File: config.mk
export PLATFORM = sky130hd
export DESIGN_NAME = wildcard_name_matcher_flat
export DESIGN_NICKNAME = d
export VERILOG_FILES = /design/src/sv/wnm_pkg.sv /design/src/sv/wnm_stream_if.sv /design/src/sv/wnm_cfg_regs.sv /design/src/sv/wnm_row_step.sv /design/src/sv/wildcard_name_matcher.sv /design/src/flat_wrapper.sv
export SDC_FILE = /design/constraint.sdc
export NUM_CORES = 1
export LEC_CHECK = 0
export BUFFER_PORTS_ARGS = -buffer_cell sky130_fd_sc_hd__buf_4
export CAP_MARGIN = 25
export CORE_MARGIN = 3
export CORE_UTILIZATION = 41
export DETAILED_ROUTE_END_ITERATION = 8
export GPL_ROUTABILITY_DRIVEN = 1
export SYNTH_ARGS = -nofsm -noshare
export SYNTH_HDL_FRONTEND = slang
export SYNTH_SLANG_ARGS = --single-unit
File: constraint.sdc
create_clock -name clk -period 3.95 [get_ports clk]
set_input_delay 0.1975 -clock clk [delete_from_list [all_inputs] [get_ports clk]]
set_output_delay 0.1975 -clock clk [all_outputs]
set_load 0.01 [all_outputs]
File: src/sv/wnm_pkg.sv
// ----------------------------------------------------------------------------
// wnm_pkg
// shared types and constants of the wildcard name matcher
// ----------------------------------------------------------------------------
package wnm_pkg;

  localparam int CFG_IDX_W  = 2;
  localparam int CFG_DATA_W = 64;
  localparam int PAT_BITS   = 128;

  localparam logic [CFG_IDX_W-1:0] REG_PATTERN_LOW  = 2'd0;
  localparam logic [CFG_IDX_W-1:0] REG_PATTERN_HIGH = 2'd1;
  localparam logic [CFG_IDX_W-1:0] REG_PATTERN_LEN  = 2'd2;

  localparam int LEN_REG_W = 5;

  localparam logic [7:0] STAR_CHAR  = 8'h2A;
  localparam logic [7:0] QMARK_CHAR = 8'h3F;

  typedef struct packed {
    logic [7:0] name_byte;
    logic       byte_valid;
    logic       end_of_name;
  } in_word_t;

  typedef struct packed {
    logic name_matches;
  } out_word_t;

  function automatic logic [7:0] lower_ascii(input logic [7:0] c);
    if (c >= 8'h41 && c <= 8'h5A) begin
      return c + 8'h20;
    end
    return c;
  endfunction

endpackage

File: src/sv/wnm_stream_if.sv
// ----------------------------------------------------------------------------
// wnm_stream_if
// valid/ready channel carrying one word of type word_t
// ----------------------------------------------------------------------------
interface wnm_stream_if #(
  parameter type word_t = logic
) ();
  logic  valid;
  logic  ready;
  word_t data;

  modport source (output valid, output data, input ready);
  modport sink   (input valid, input data, output ready);
endinterface

File: src/sv/wnm_cfg_regs.sv
// ----------------------------------------------------------------------------
// wnm_cfg_regs
// pattern registers with saturated pattern length
// ----------------------------------------------------------------------------
module wnm_cfg_regs #(
  parameter int MAX_PATTERN = 16,
  parameter int LEN_W       = $clog2(MAX_PATTERN + 1)
) (
  input  logic                          clk,
  input  logic                          rst,
  input  logic                          cfg_we,
  input  logic [wnm_pkg::CFG_IDX_W-1:0]  cfg_index,
  input  logic [wnm_pkg::CFG_DATA_W-1:0] cfg_data,
  output logic [8*MAX_PATTERN-1:0]      pattern,
  output logic [LEN_W-1:0]              eff_len
);
  import wnm_pkg::*;

  logic [CFG_DATA_W-1:0] pattern_low;
  logic [CFG_DATA_W-1:0] pattern_high;
  logic [LEN_REG_W-1:0]  pattern_len;
  logic [PAT_BITS-1:0]   pattern_all;

  always_ff @(posedge clk) begin
    if (rst) begin
      pattern_low  <= '0;
      pattern_high <= '0;
      pattern_len  <= '0;
    end else if (cfg_we) begin
      case (cfg_index)
        REG_PATTERN_LOW:  pattern_low  <= cfg_data;
        REG_PATTERN_HIGH: pattern_high <= cfg_data;
        REG_PATTERN_LEN:  pattern_len  <= cfg_data[LEN_REG_W-1:0];
        default: ;
      endcase
    end
  end

  assign pattern_all = {pattern_high, pattern_low};
  assign pattern     = pattern_all[8*MAX_PATTERN-1:0];

  // length above the pattern capacity saturates
  assign eff_len = (pattern_len > LEN_REG_W'(MAX_PATTERN)) ? LEN_W'(MAX_PATTERN)
                                                           : LEN_W'(pattern_len);
endmodule

File: src/sv/wnm_row_step.sv
// ----------------------------------------------------------------------------
// wnm_row_step
// one update of the match row for one name byte
// ----------------------------------------------------------------------------
module wnm_row_step #(
  parameter int MAX_PATTERN = 16,
  parameter int LEN_W       = $clog2(MAX_PATTERN + 1),
  parameter int ROW_W       = MAX_PATTERN + 1
) (
  input  logic [8*MAX_PATTERN-1:0] pattern,
  input  logic [LEN_W-1:0]         eff_len,
  input  logic [ROW_W-1:0]         prev_row,
  input  logic                     at_start,
  input  logic [7:0]               name_byte,
  input  logic                     byte_valid,
  output logic [ROW_W-1:0]         row
);
  import wnm_pkg::*;

  logic [ROW_W-1:0] start_row;
  logic [ROW_W-1:0] cur_row;
  logic [ROW_W-1:0] stepped;
  logic [7:0]       lc;

  // start row: leading stars can match the empty prefix
  always_comb begin
    start_row    = '0;
    start_row[0] = 1'b1;
    for (int j = 1; j <= MAX_PATTERN; j++) begin
      if (LEN_W'(j) <= eff_len && pattern[8*(j-1) +: 8] == STAR_CHAR && start_row[j-1]) begin
        start_row[j] = 1'b1;
      end
    end
  end

  assign cur_row = at_start ? start_row : prev_row;
  assign lc      = lower_ascii(name_byte);

  always_comb begin
    logic [7:0] p;
    stepped = '0;
    p       = '0;
    for (int j = 1; j <= MAX_PATTERN; j++) begin
      p = pattern[8*(j-1) +: 8];
      if (LEN_W'(j) <= eff_len) begin
        if (p == STAR_CHAR) begin
          stepped[j] = stepped[j-1] | cur_row[j];
        end else if (p == QMARK_CHAR) begin
          stepped[j] = cur_row[j-1];
        end else begin
          stepped[j] = cur_row[j-1] & (lower_ascii(p) == lc);
        end
      end
    end
  end

  assign row = byte_valid ? stepped : cur_row;
endmodule

File: src/sv/wildcard_name_matcher.sv
// ----------------------------------------------------------------------------
// wildcard_name_matcher
// case-insensitive '*' / '?' matcher over a streamed name
// ----------------------------------------------------------------------------
//  channel  dir  word        accepted when
//  chars    in   in_word_t   chars.valid & chars.ready
//  verdict  out  out_word_t  verdict.valid & verdict.ready
//  cfg_*    in   64b write   cfg_we
//
//  one word per cycle unless an end-of-name word waits on a stalled verdict;
//  a word is registered in the input stage, then its verdict in the output register
//  the row update is one pass of prefix logic over the pattern positions
//  reset clears the pattern registers, the row and both valid flags
//  a stalled verdict holds the input stage only for an end-of-name word
// ----------------------------------------------------------------------------
module wildcard_name_matcher #(
  parameter int MAX_PATTERN = 16
) (
  input  logic                          clk,
  input  logic                          rst,
  wnm_stream_if.sink                    chars,
  wnm_stream_if.source                  verdict,
  input  logic                          cfg_we,
  input  logic [wnm_pkg::CFG_IDX_W-1:0]  cfg_index,
  input  logic [wnm_pkg::CFG_DATA_W-1:0] cfg_data
);
  import wnm_pkg::*;

  localparam int LEN_W = $clog2(MAX_PATTERN + 1);
  localparam int ROW_W = MAX_PATTERN + 1;

  logic [8*MAX_PATTERN-1:0] pattern;
  logic [LEN_W-1:0]         eff_len;

  logic                     s1_valid;
  in_word_t                 s1_word;
  logic                     s1_adv;
  logic                     s1_fire;

  logic [ROW_W-1:0]         match_row;
  logic                     at_name_start;
  logic [ROW_W-1:0]         row;

  logic                     out_valid;
  out_word_t                out_word;

  wnm_cfg_regs #(.MAX_PATTERN(MAX_PATTERN), .LEN_W(LEN_W)) u_cfg (
    .clk       (clk),
    .rst       (rst),
    .cfg_we    (cfg_we),
    .cfg_index (cfg_index),
    .cfg_data  (cfg_data),
    .pattern   (pattern),
    .eff_len   (eff_len)
  );

  wnm_row_step #(.MAX_PATTERN(MAX_PATTERN), .LEN_W(LEN_W), .ROW_W(ROW_W)) u_step (
    .pattern    (pattern),
    .eff_len    (eff_len),
    .prev_row   (match_row),
    .at_start   (at_name_start),
    .name_byte  (s1_word.name_byte),
    .byte_valid (s1_word.byte_valid),
    .row        (row)
  );

  // only an end word needs room in the output register
  assign s1_adv      = !s1_word.end_of_name || !out_valid || verdict.ready;
  assign s1_fire     = s1_valid && s1_adv;
  assign chars.ready = !s1_valid || s1_adv;

  always_ff @(posedge clk) begin
    if (rst) begin
      s1_valid <= 1'b0;
    end else if (chars.ready) begin
      s1_valid <= chars.valid;
    end
    if (chars.ready && chars.valid) begin
      s1_word <= chars.data;
    end
  end

  always_ff @(posedge clk) begin
    if (rst) begin
      match_row     <= '0;
      at_name_start <= 1'b1;
    end else if (s1_fire) begin
      if (s1_word.end_of_name) begin
        match_row     <= '0;
        at_name_start <= 1'b1;
      end else if (s1_word.byte_valid) begin
        match_row     <= row;
        at_name_start <= 1'b0;
      end
    end
  end

  always_ff @(posedge clk) begin
    if (rst) begin
      out_valid <= 1'b0;
    end else if (s1_fire && s1_word.end_of_name) begin
      out_valid <= 1'b1;
    end else if (verdict.ready) begin
      out_valid <= 1'b0;
    end
    if (s1_fire && s1_word.end_of_name) begin
      out_word.name_matches <= row[eff_len];
    end
  end

  assign verdict.valid = out_valid;
  assign verdict.data  = out_word;

`ifndef SYNTHESIS
  a_start_row_clear: assert property (@(posedge clk) disable iff (rst)
    at_name_start |-> match_row == '0)
    else $error("row not clear at name start");

  a_end_restarts: assert property (@(posedge clk) disable iff (rst)
    s1_fire && s1_word.end_of_name |=> at_name_start && out_valid)
    else $error("end word did not restart the row or load a verdict");

  a_verdict_source: assert property (@(posedge clk) disable iff (rst)
    $rose(out_valid) |-> $past(s1_fire && s1_word.end_of_name))
    else $error("verdict without an end word");

  a_stage_hold: assert property (@(posedge clk) disable iff (rst)
    s1_valid && !s1_adv |=> s1_valid && $stable(s1_word) && $stable(match_row))
    else $error("stalled input stage changed");
`endif
endmodule

File: src/flat_wrapper.sv
// flat-port wrapper written by rule: the top's interface ports become plain ports
module wildcard_name_matcher_flat import wnm_pkg::*;
#(
  parameter int MAX_PATTERN = 16
)
  (clk, rst, cfg_we, cfg_index, cfg_data, chars_valid, chars_data, chars_ready, verdict_valid, verdict_data, verdict_ready);
  wnm_stream_if #(.word_t(in_word_t)) chars_i ();
  wnm_stream_if #(.word_t(out_word_t)) verdict_i ();
  input  logic clk;
  input  logic rst;
  input  logic cfg_we;
  input  logic [wnm_pkg::CFG_IDX_W-1:0] cfg_index;
  input  logic [wnm_pkg::CFG_DATA_W-1:0] cfg_data;
  input wire logic [$bits(chars_i.valid)-1:0] chars_valid;
  input wire logic [$bits(chars_i.data)-1:0] chars_data;
  output wire logic [$bits(chars_i.ready)-1:0] chars_ready;
  output wire logic [$bits(verdict_i.valid)-1:0] verdict_valid;
  output wire logic [$bits(verdict_i.data)-1:0] verdict_data;
  input wire logic [$bits(verdict_i.ready)-1:0] verdict_ready;
  assign chars_i.valid = chars_valid;
  assign chars_i.data = chars_data;
  assign chars_ready = chars_i.ready;
  assign verdict_valid = verdict_i.valid;
  assign verdict_data = verdict_i.data;
  assign verdict_i.ready = verdict_ready;
  wildcard_name_matcher #(.MAX_PATTERN(MAX_PATTERN)) u_core (.clk(clk), .rst(rst), .chars(chars_i), .verdict(verdict_i), .cfg_we(cfg_we), .cfg_index(cfg_index), .cfg_data(cfg_data));
endmodule
Word-level counts from Yosys, hierarchy flattened
Index checks and enable logic that the tools add are counted.
- register bits: 164
- latch bits: 0
- bits in writable memories: 0
- memory bits (read-only): 0
- input port bits: 81
- output and inout bits: 3
- logic and storage cells: 447
- memories kept: 0
- $add $sub $neg: 17
- $mul: 0
- div/mod/pow operators: 0
- $lt $le $gt $ge: 52
- equality and inequality tests: 50
- shifts and indexed selects: 0
- mux-type cells: 222
- bitwise logic cells: 31
- reduce and logical (&&, ||, !) cells: 64
- operators by type and width (kind ; count):
    8-bit two-way mux ; 82
    8-bit by 6-bit == test with 1-bit output (second input constant) ; 32
    8-bit by 6-bit adder with 8-bit output (second input constant) ; 17
    8-bit by 7-bit >= comparator with 1-bit output (second input constant) ; 17
    8-bit by 7-bit less-or-equal comparator with 1-bit output (second input constant) ; 17
    1-bit two-way mux ; 134
    8-bit == test ; 16
    17-bit two-way mux ; 4
    1-bit logical AND ; 51
    4-bit by 5-bit less-or-equal comparator with 1-bit output (first input constant) ; 8
    3-bit by 5-bit less-or-equal comparator with 1-bit output (first input constant) ; 4
    1-bit bitwise AND ; 16
    1-bit OR ; 15
    2-bit by 5-bit less-or-equal comparator with 1-bit output (first input constant) ; 2
    2-bit AND reduction ; 4
    5-bit by 6-bit less-than comparator with 1-bit output (second input constant) ; 1
    1-bit binary-select mux with 5-bit select ; 1
    5-bit > comparator (second input constant) ; 1
    1-bit by 5-bit less-or-equal comparator with 1-bit output (first input constant) ; 1
    5-bit less-or-equal comparator (first input constant) ; 1
    5-bit two-way mux ; 1
    2-bit nonzero test ; 2
    1-bit zero test ; 3
    1-bit logical OR ; 3
    other kinds (3) ; 3

Depth between registers and ports, before layout
- word-level depth: 88
- depth in mapped cells: 17
- mapped depth without buffers: 15

Modules after synthesis
Synthesis repeated with hierarchy kept, for this count alone.
- cell total of the unflattened synthesis: 1297
- area total of the unflattened synthesis: 11180.7 um^2
- by module, submodules not included (module ; times used ; cells an instance ; area an instance (um^2) ; seq. area each (um^2)):
    wnm_cfg_regs ; 1 ; 509 ; 5461.5 ; 2662.6
    wnm_row_step ; 1 ; 686 ; 4510.6 ; 0.0
    wildcard_name_matcher ; 1 ; 102 ; 1208.7 ; 730.7

Least setup slack after synthesis
No wires, ideal clock.
- path type: reg-to-reg
- start point: register u_core.s1_word[2] (netlist name)
- end point: register u_core.out_word, in the netlist u_core.verdict.data (data pin)
- library setup time: 0.146 ns
- arrival time: 3.630 ns
- data required time: 3.804 ns
- path slack: 0.174 ns
- cell stages (with the launch flop): 17
- path buffers: 2
- period minus slack after synthesis: 3.776 ns
- cell sequence: edfxtp_1 -> buf_2 -> nor4_1 -> a21oi_1 -> a31o_1 -> buf_2 -> mux2_1 -> o32ai_1 -> o2111ai_1 -> a22o_1 -> or2_1 -> o2bb2ai_2 -> o41ai_2 -> a31oi_4 -> o21ai_2 -> o311a_1 -> a21oi_1
- word-level cells in the longest chain between the ends: 57
- elaborated cells between the ends (all ways): 105
- classes of those cells: 1 x add/sub; 2 x order compare; 16 x eq/ne; 54 x mux; 31 x bitwise; 1 x reduce/logical
- ends and longest elaborated chain (item ; RTL line ; source):
    start, declared ; wildcard_name_matcher.sv:36 ; in_word_t s1_word;
    start signal, assigned ; wildcard_name_matcher.sv:79 ; s1_word <= chars.data;
    8-bit by 7-bit >= comparator with 1-bit output / 8-bit by 7-bit less-or-equal comparator with 1-bit output (equally long branches) ; wnm_pkg.sv:31 ; if (c >= 8'h41 && c <= 8'h5A) begin
    1-bit logical AND ; wnm_pkg.sv:31 ;
    1-bit two-way mux ; wnm_pkg.sv:31 ;
    8-bit two-way mux (*) ; wnm_pkg.sv:34 ; return c;
    8-bit == test ; wnm_row_step.sv:51 ; stepped[j] = cur_row[j-1] & (lower_ascii(p) == lc);
    1-bit bitwise AND ; wnm_row_step.sv:51 ;
    1-bit two-way mux ; wnm_row_step.sv:48 ; end else if (p == QMARK_CHAR) begin
    1-bit two-way mux ; wnm_row_step.sv:46 ; if (p == STAR_CHAR) begin
    [41 not listed] ; -- ;
    1-bit two-way mux ; wnm_row_step.sv:46 ;
    1-bit two-way mux ; wnm_row_step.sv:45 ; if (LEN_W'(j) <= eff_len) begin
    1-bit OR ; wnm_row_step.sv:47 ; stepped[j] = stepped[j-1] | cur_row[j];
    1-bit two-way mux ; wnm_row_step.sv:46 ;
    1-bit two-way mux ; wnm_row_step.sv:45 ;
    17-bit two-way mux (*) ; wnm_row_step.sv:57 ; assign row = byte_valid ? stepped : cur_row;
    1-bit binary-select mux with 5-bit select (*) ; wildcard_name_matcher.sv:107 ; out_word.name_matches <= row[eff_len];
    1-bit two-way mux (implied by the code) (*) ; wildcard_name_matcher.sv:107 ;
    end, declared ; wildcard_name_matcher.sv:45 ; out_word_t out_word;
Every way passes the cells marked *; elsewhere a longest branch is shown, timed or not. The select of a mux whose other input is x is not followed.
A chain may end at the register's enable or synchronous reset.

Worst setup path in the final report
- start point: register u_core.s1_word[4] (netlist name)
- end point: register u_core.out_word, in the netlist u_core.verdict.data (data pin)
Same word-level chain as after synthesis.

==> flow_summary.json <==
{
  "finalHoldViolations": 0,
  "multiInputGateArea_sq_um": 6870,
  "ys_seq_elements": 164,
  "yosys.area.top_type": "dfxtp_1",
  "grt_max_degree": 100,
  "fin_util": 0.536,
  "port_buffers": 83,
  "p_sw_uw": 1210,
  "combPwrFrac": 0.159,
  "yosysMostFrequentCell": "nand2_1",
  "synthAdderAreaFrac": 0.0204,
  "synth_top_cells_by_area": "dfxtp_1 (29%), nand2_1 (11%), a21oi_1 (9.2%)",
  "synth_top_family_by_area": "simple AND/OR/NAND/NOR gates",
  "fin_nets": 1695,
  "layout.area.seq_sq_um": 3400,
  "run_status": "finished clean",
  "hpwl_um": 26300,
  "synth.avg_cell_area_sq_um": 7.38,
  "fmax_mhz": 258,
  "pre_cts_ws_ns": -0.0507,
  "syn2layout_area_growth_pct": 26.7,
  "synth_area_sq_um": 10400,
  "grt_usage": 0.252,
  "grt_remaining_overflow": 0,
  "sw_frac_of_total": 0.290,
  "critical_path_class": "flop to flop",
  "routabilityCongestion": 0.996,
  "clockBufferDepth": 2,
  "cts_buffers": 17,
  "cts_tree": "done",
  "antenna_found_initial": 0,
  "tightest_slew_ns": 0.898,
  "reg2reg_slack_ns": 0.07,
  "p_int_uw": 2950,
  "via_count": 11100,
  "layout-drive-gt1-share": 0.206,
  "setup_viol": 0,
  "clock_latency_ns": 0.44,
  "period_minus_slack_ns": 3.88,
  "start_util": 0.423,
  "wl_um": 35700,
  "die_w_um": 166,
  "yosys.area_share.simple": 0.283,
  "die_h_um": 166,
  "grt_pass1_wl_um": 56800,
  "drv_slew": 0,
  "synth.distinct_cells": 85,
  "synth_warnings": 0,
  "synth_compound_area_frac": 0.222,
  "synthCells": 1415,
  "synth.net_count": 1513,
  "cap_violations": 0,
  "core_area_sq_um": 24700,
  "cp_max_fo": 3,
  "post-route-period-util": 0.981,
  "synth_top_cell_area_share": 0.293,
  "final_area_sq_um": 13200,
  "end_kind": "flop",
  "cp_data_required_time_ns": 4.24,
  "tns_ns": 0,
  "cts.sinks": 164,
  "seqPwrFrac": 0.430,
  "layoutNonFillerInstCount": 1934,
  "synth_ff_type": "dfxtp_1",
  "rsz0062_at_grt": "yes",
  "cellPowerDensity_nw_per_um2": 315,
  "remaining_drc_errors": 0,
  "reg2reg_depth": 16,
  "layout_setup_ws_ns": 0.0732,
  "clkPwrFrac": 0.410,
  "hp-class": "input port to flop",
  "max_slew_margin": 0.399,
  "synth_xor_area_frac": 0.0989,
  "num_rows": 57,
  "die_area_sq_um": 27400,
  "num_io_pins": 84,
  "vdd.ir_drop.worst_uv": 224,
  "ant_nets": 0,
  "hold_path_depth": 3,
  "drt-wirelength-per-cell_um": 18.5,
  "synth-edff-count": 11,
  "postPlaceCellArea_sq_um": 12200,
  "cts_root_buf": "clkbuf_16",
  "firstDrtPassIters": 5,
  "nFillCells": 2451,
  "diodes": 0,
  "yosys-top-cells-count": "nand2_1 (320), a21oi_1 (193), dfxtp_1 (153)",
  "async_reset_ff_frac": 0,
  "place_inst": 1882,
  "path_clk_slew_ns": 0.07,
  "drt_iter0_drc": 1101,
  "grt_pass1_vias": 10400,
  "leakage_uw": 0.00498,
  "synth-seq-area-share": 0.325,
  "synthMuxAreaShare": 0.0119,
  "skew_ns": 0.0121,
  "avgViaCountPerCell": 5.76,
  "ctsHtreeMaxLevel": 4,
  "startpoint_type": "flop",
  "cp.arrival_ns": 4.16
}
-- worst max-delay path, cell delays in order, from the launching register on --
cell       delay (ns)
edfxtp_1         0.44
buf_4            0.19
xor2_1           0.14
nor4_1           0.31
nand2_1          0.11
a2111oi_2        0.34
buf_4            0.18
a41oi_2          0.10
and3_1           0.22
o211a_1          0.24
or2_1            0.32
o2bb2ai_4        0.21
nor4_2           0.08
a211oi_1         0.42
o221ai_2         0.16
o21a_1           0.13
a21oi_2          0.14
-- registers in the layout (all words and copies together), names as in the netlist --
register and flops:
u_core.s1_word 10, u_core.u_cfg.pattern_low 64, u_core.verdict.valid 1, u_core.u_cfg.pattern_len 5, u_core.u_cfg.pattern_high 64, u_core.match_row 17
u_core.verdict.data 1, u_core.s1_valid 1, u_core.at_name_start 1
-- kinds of logic after synthesis --
kind of cell	Yosys count
simple gates	633
compound gates	365
flops	164
xor+xnor	118
buf+inv	106
fa+ha+maj	17
mux	12
-- area by class of cell --
cell class              instances  share of cell area
well taps                     324              0.0306
multi-input cells            1145               0.519
repair buffers                243               0.142
clock inverters                12             0.00879
flip-flops and latches        164               0.257
clock buffers                  20              0.0354
inverters                      26             0.00738
-- worst paths after layout --
| kind | startpoint | endpoint |
|---|---|---|
| setup / recovery | u_core.s1_word[4] | u_core.verdict.data |
| hold / removal | cfg_data[59] | u_core.u_cfg.pattern_low[59] |
| setup reg to reg | u_core.s1_word[4] | u_core.verdict.data |
| hold reg to reg | u_core.match_row[9] | u_core.match_row[9] |
-- layer usage --
metal | global-route usage | wire, um
met5 | 0 | 0
met3 | 0.0450 | 2220
met4 | 0.0532 | 554
met1 | 0.371 | 17300
met2 | 0.388 | 15600
-- power groups by stage --
stage	registers (uW)	logic, uW	clock network [uW]
5_1_grt	1800	725	1810
6_report	1790	664	1710
4_1_cts	1790	639	1740
3_5_place_dp	1830	625	0
3_3_place_gp	1820	619	0
2_1_floorplan	1810	372	0
-- cells in the final DEF, fill, tap and decap left out, types with 11 or more instances in the layout --
master / n
nand2_1: 320
buf_4: 230
a21oi_1: 190
dfxtp_1: 148
nor2_1: 83
xnor2_1: 73
xor2_1: 45
nand3_1: 40
nor3_1: 40
inv_1: 26
nand4_1: 26
o21ai_0: 22
or3_1: 20
a31oi_1: 18
clkbuf_16: 18
ha_1: 17
nor4_1: 12
nor2b_1: 11
edfxtp_1: 11
-- repair_timing --
action | CTS | global route
pin swaps | 3 | 15
hold buffers | 10 | 0
setup buffers | 1 | 7
hold endpoints to repair | 10 | 0
setup endpoints to repair | 1 | 5
resized for setup | 8 | 35
-- stage by stage --
stage	hold slack, ns	total power (uW)
after floorplan	0.296	2190
after global placement	0.378	2440
after detailed placement	0.377	2450
after CTS	0.000518	4160
after global routing	0.00320	4330
final	0.00879	4160
No activity file was read; power rests on OpenSTA's default activity.
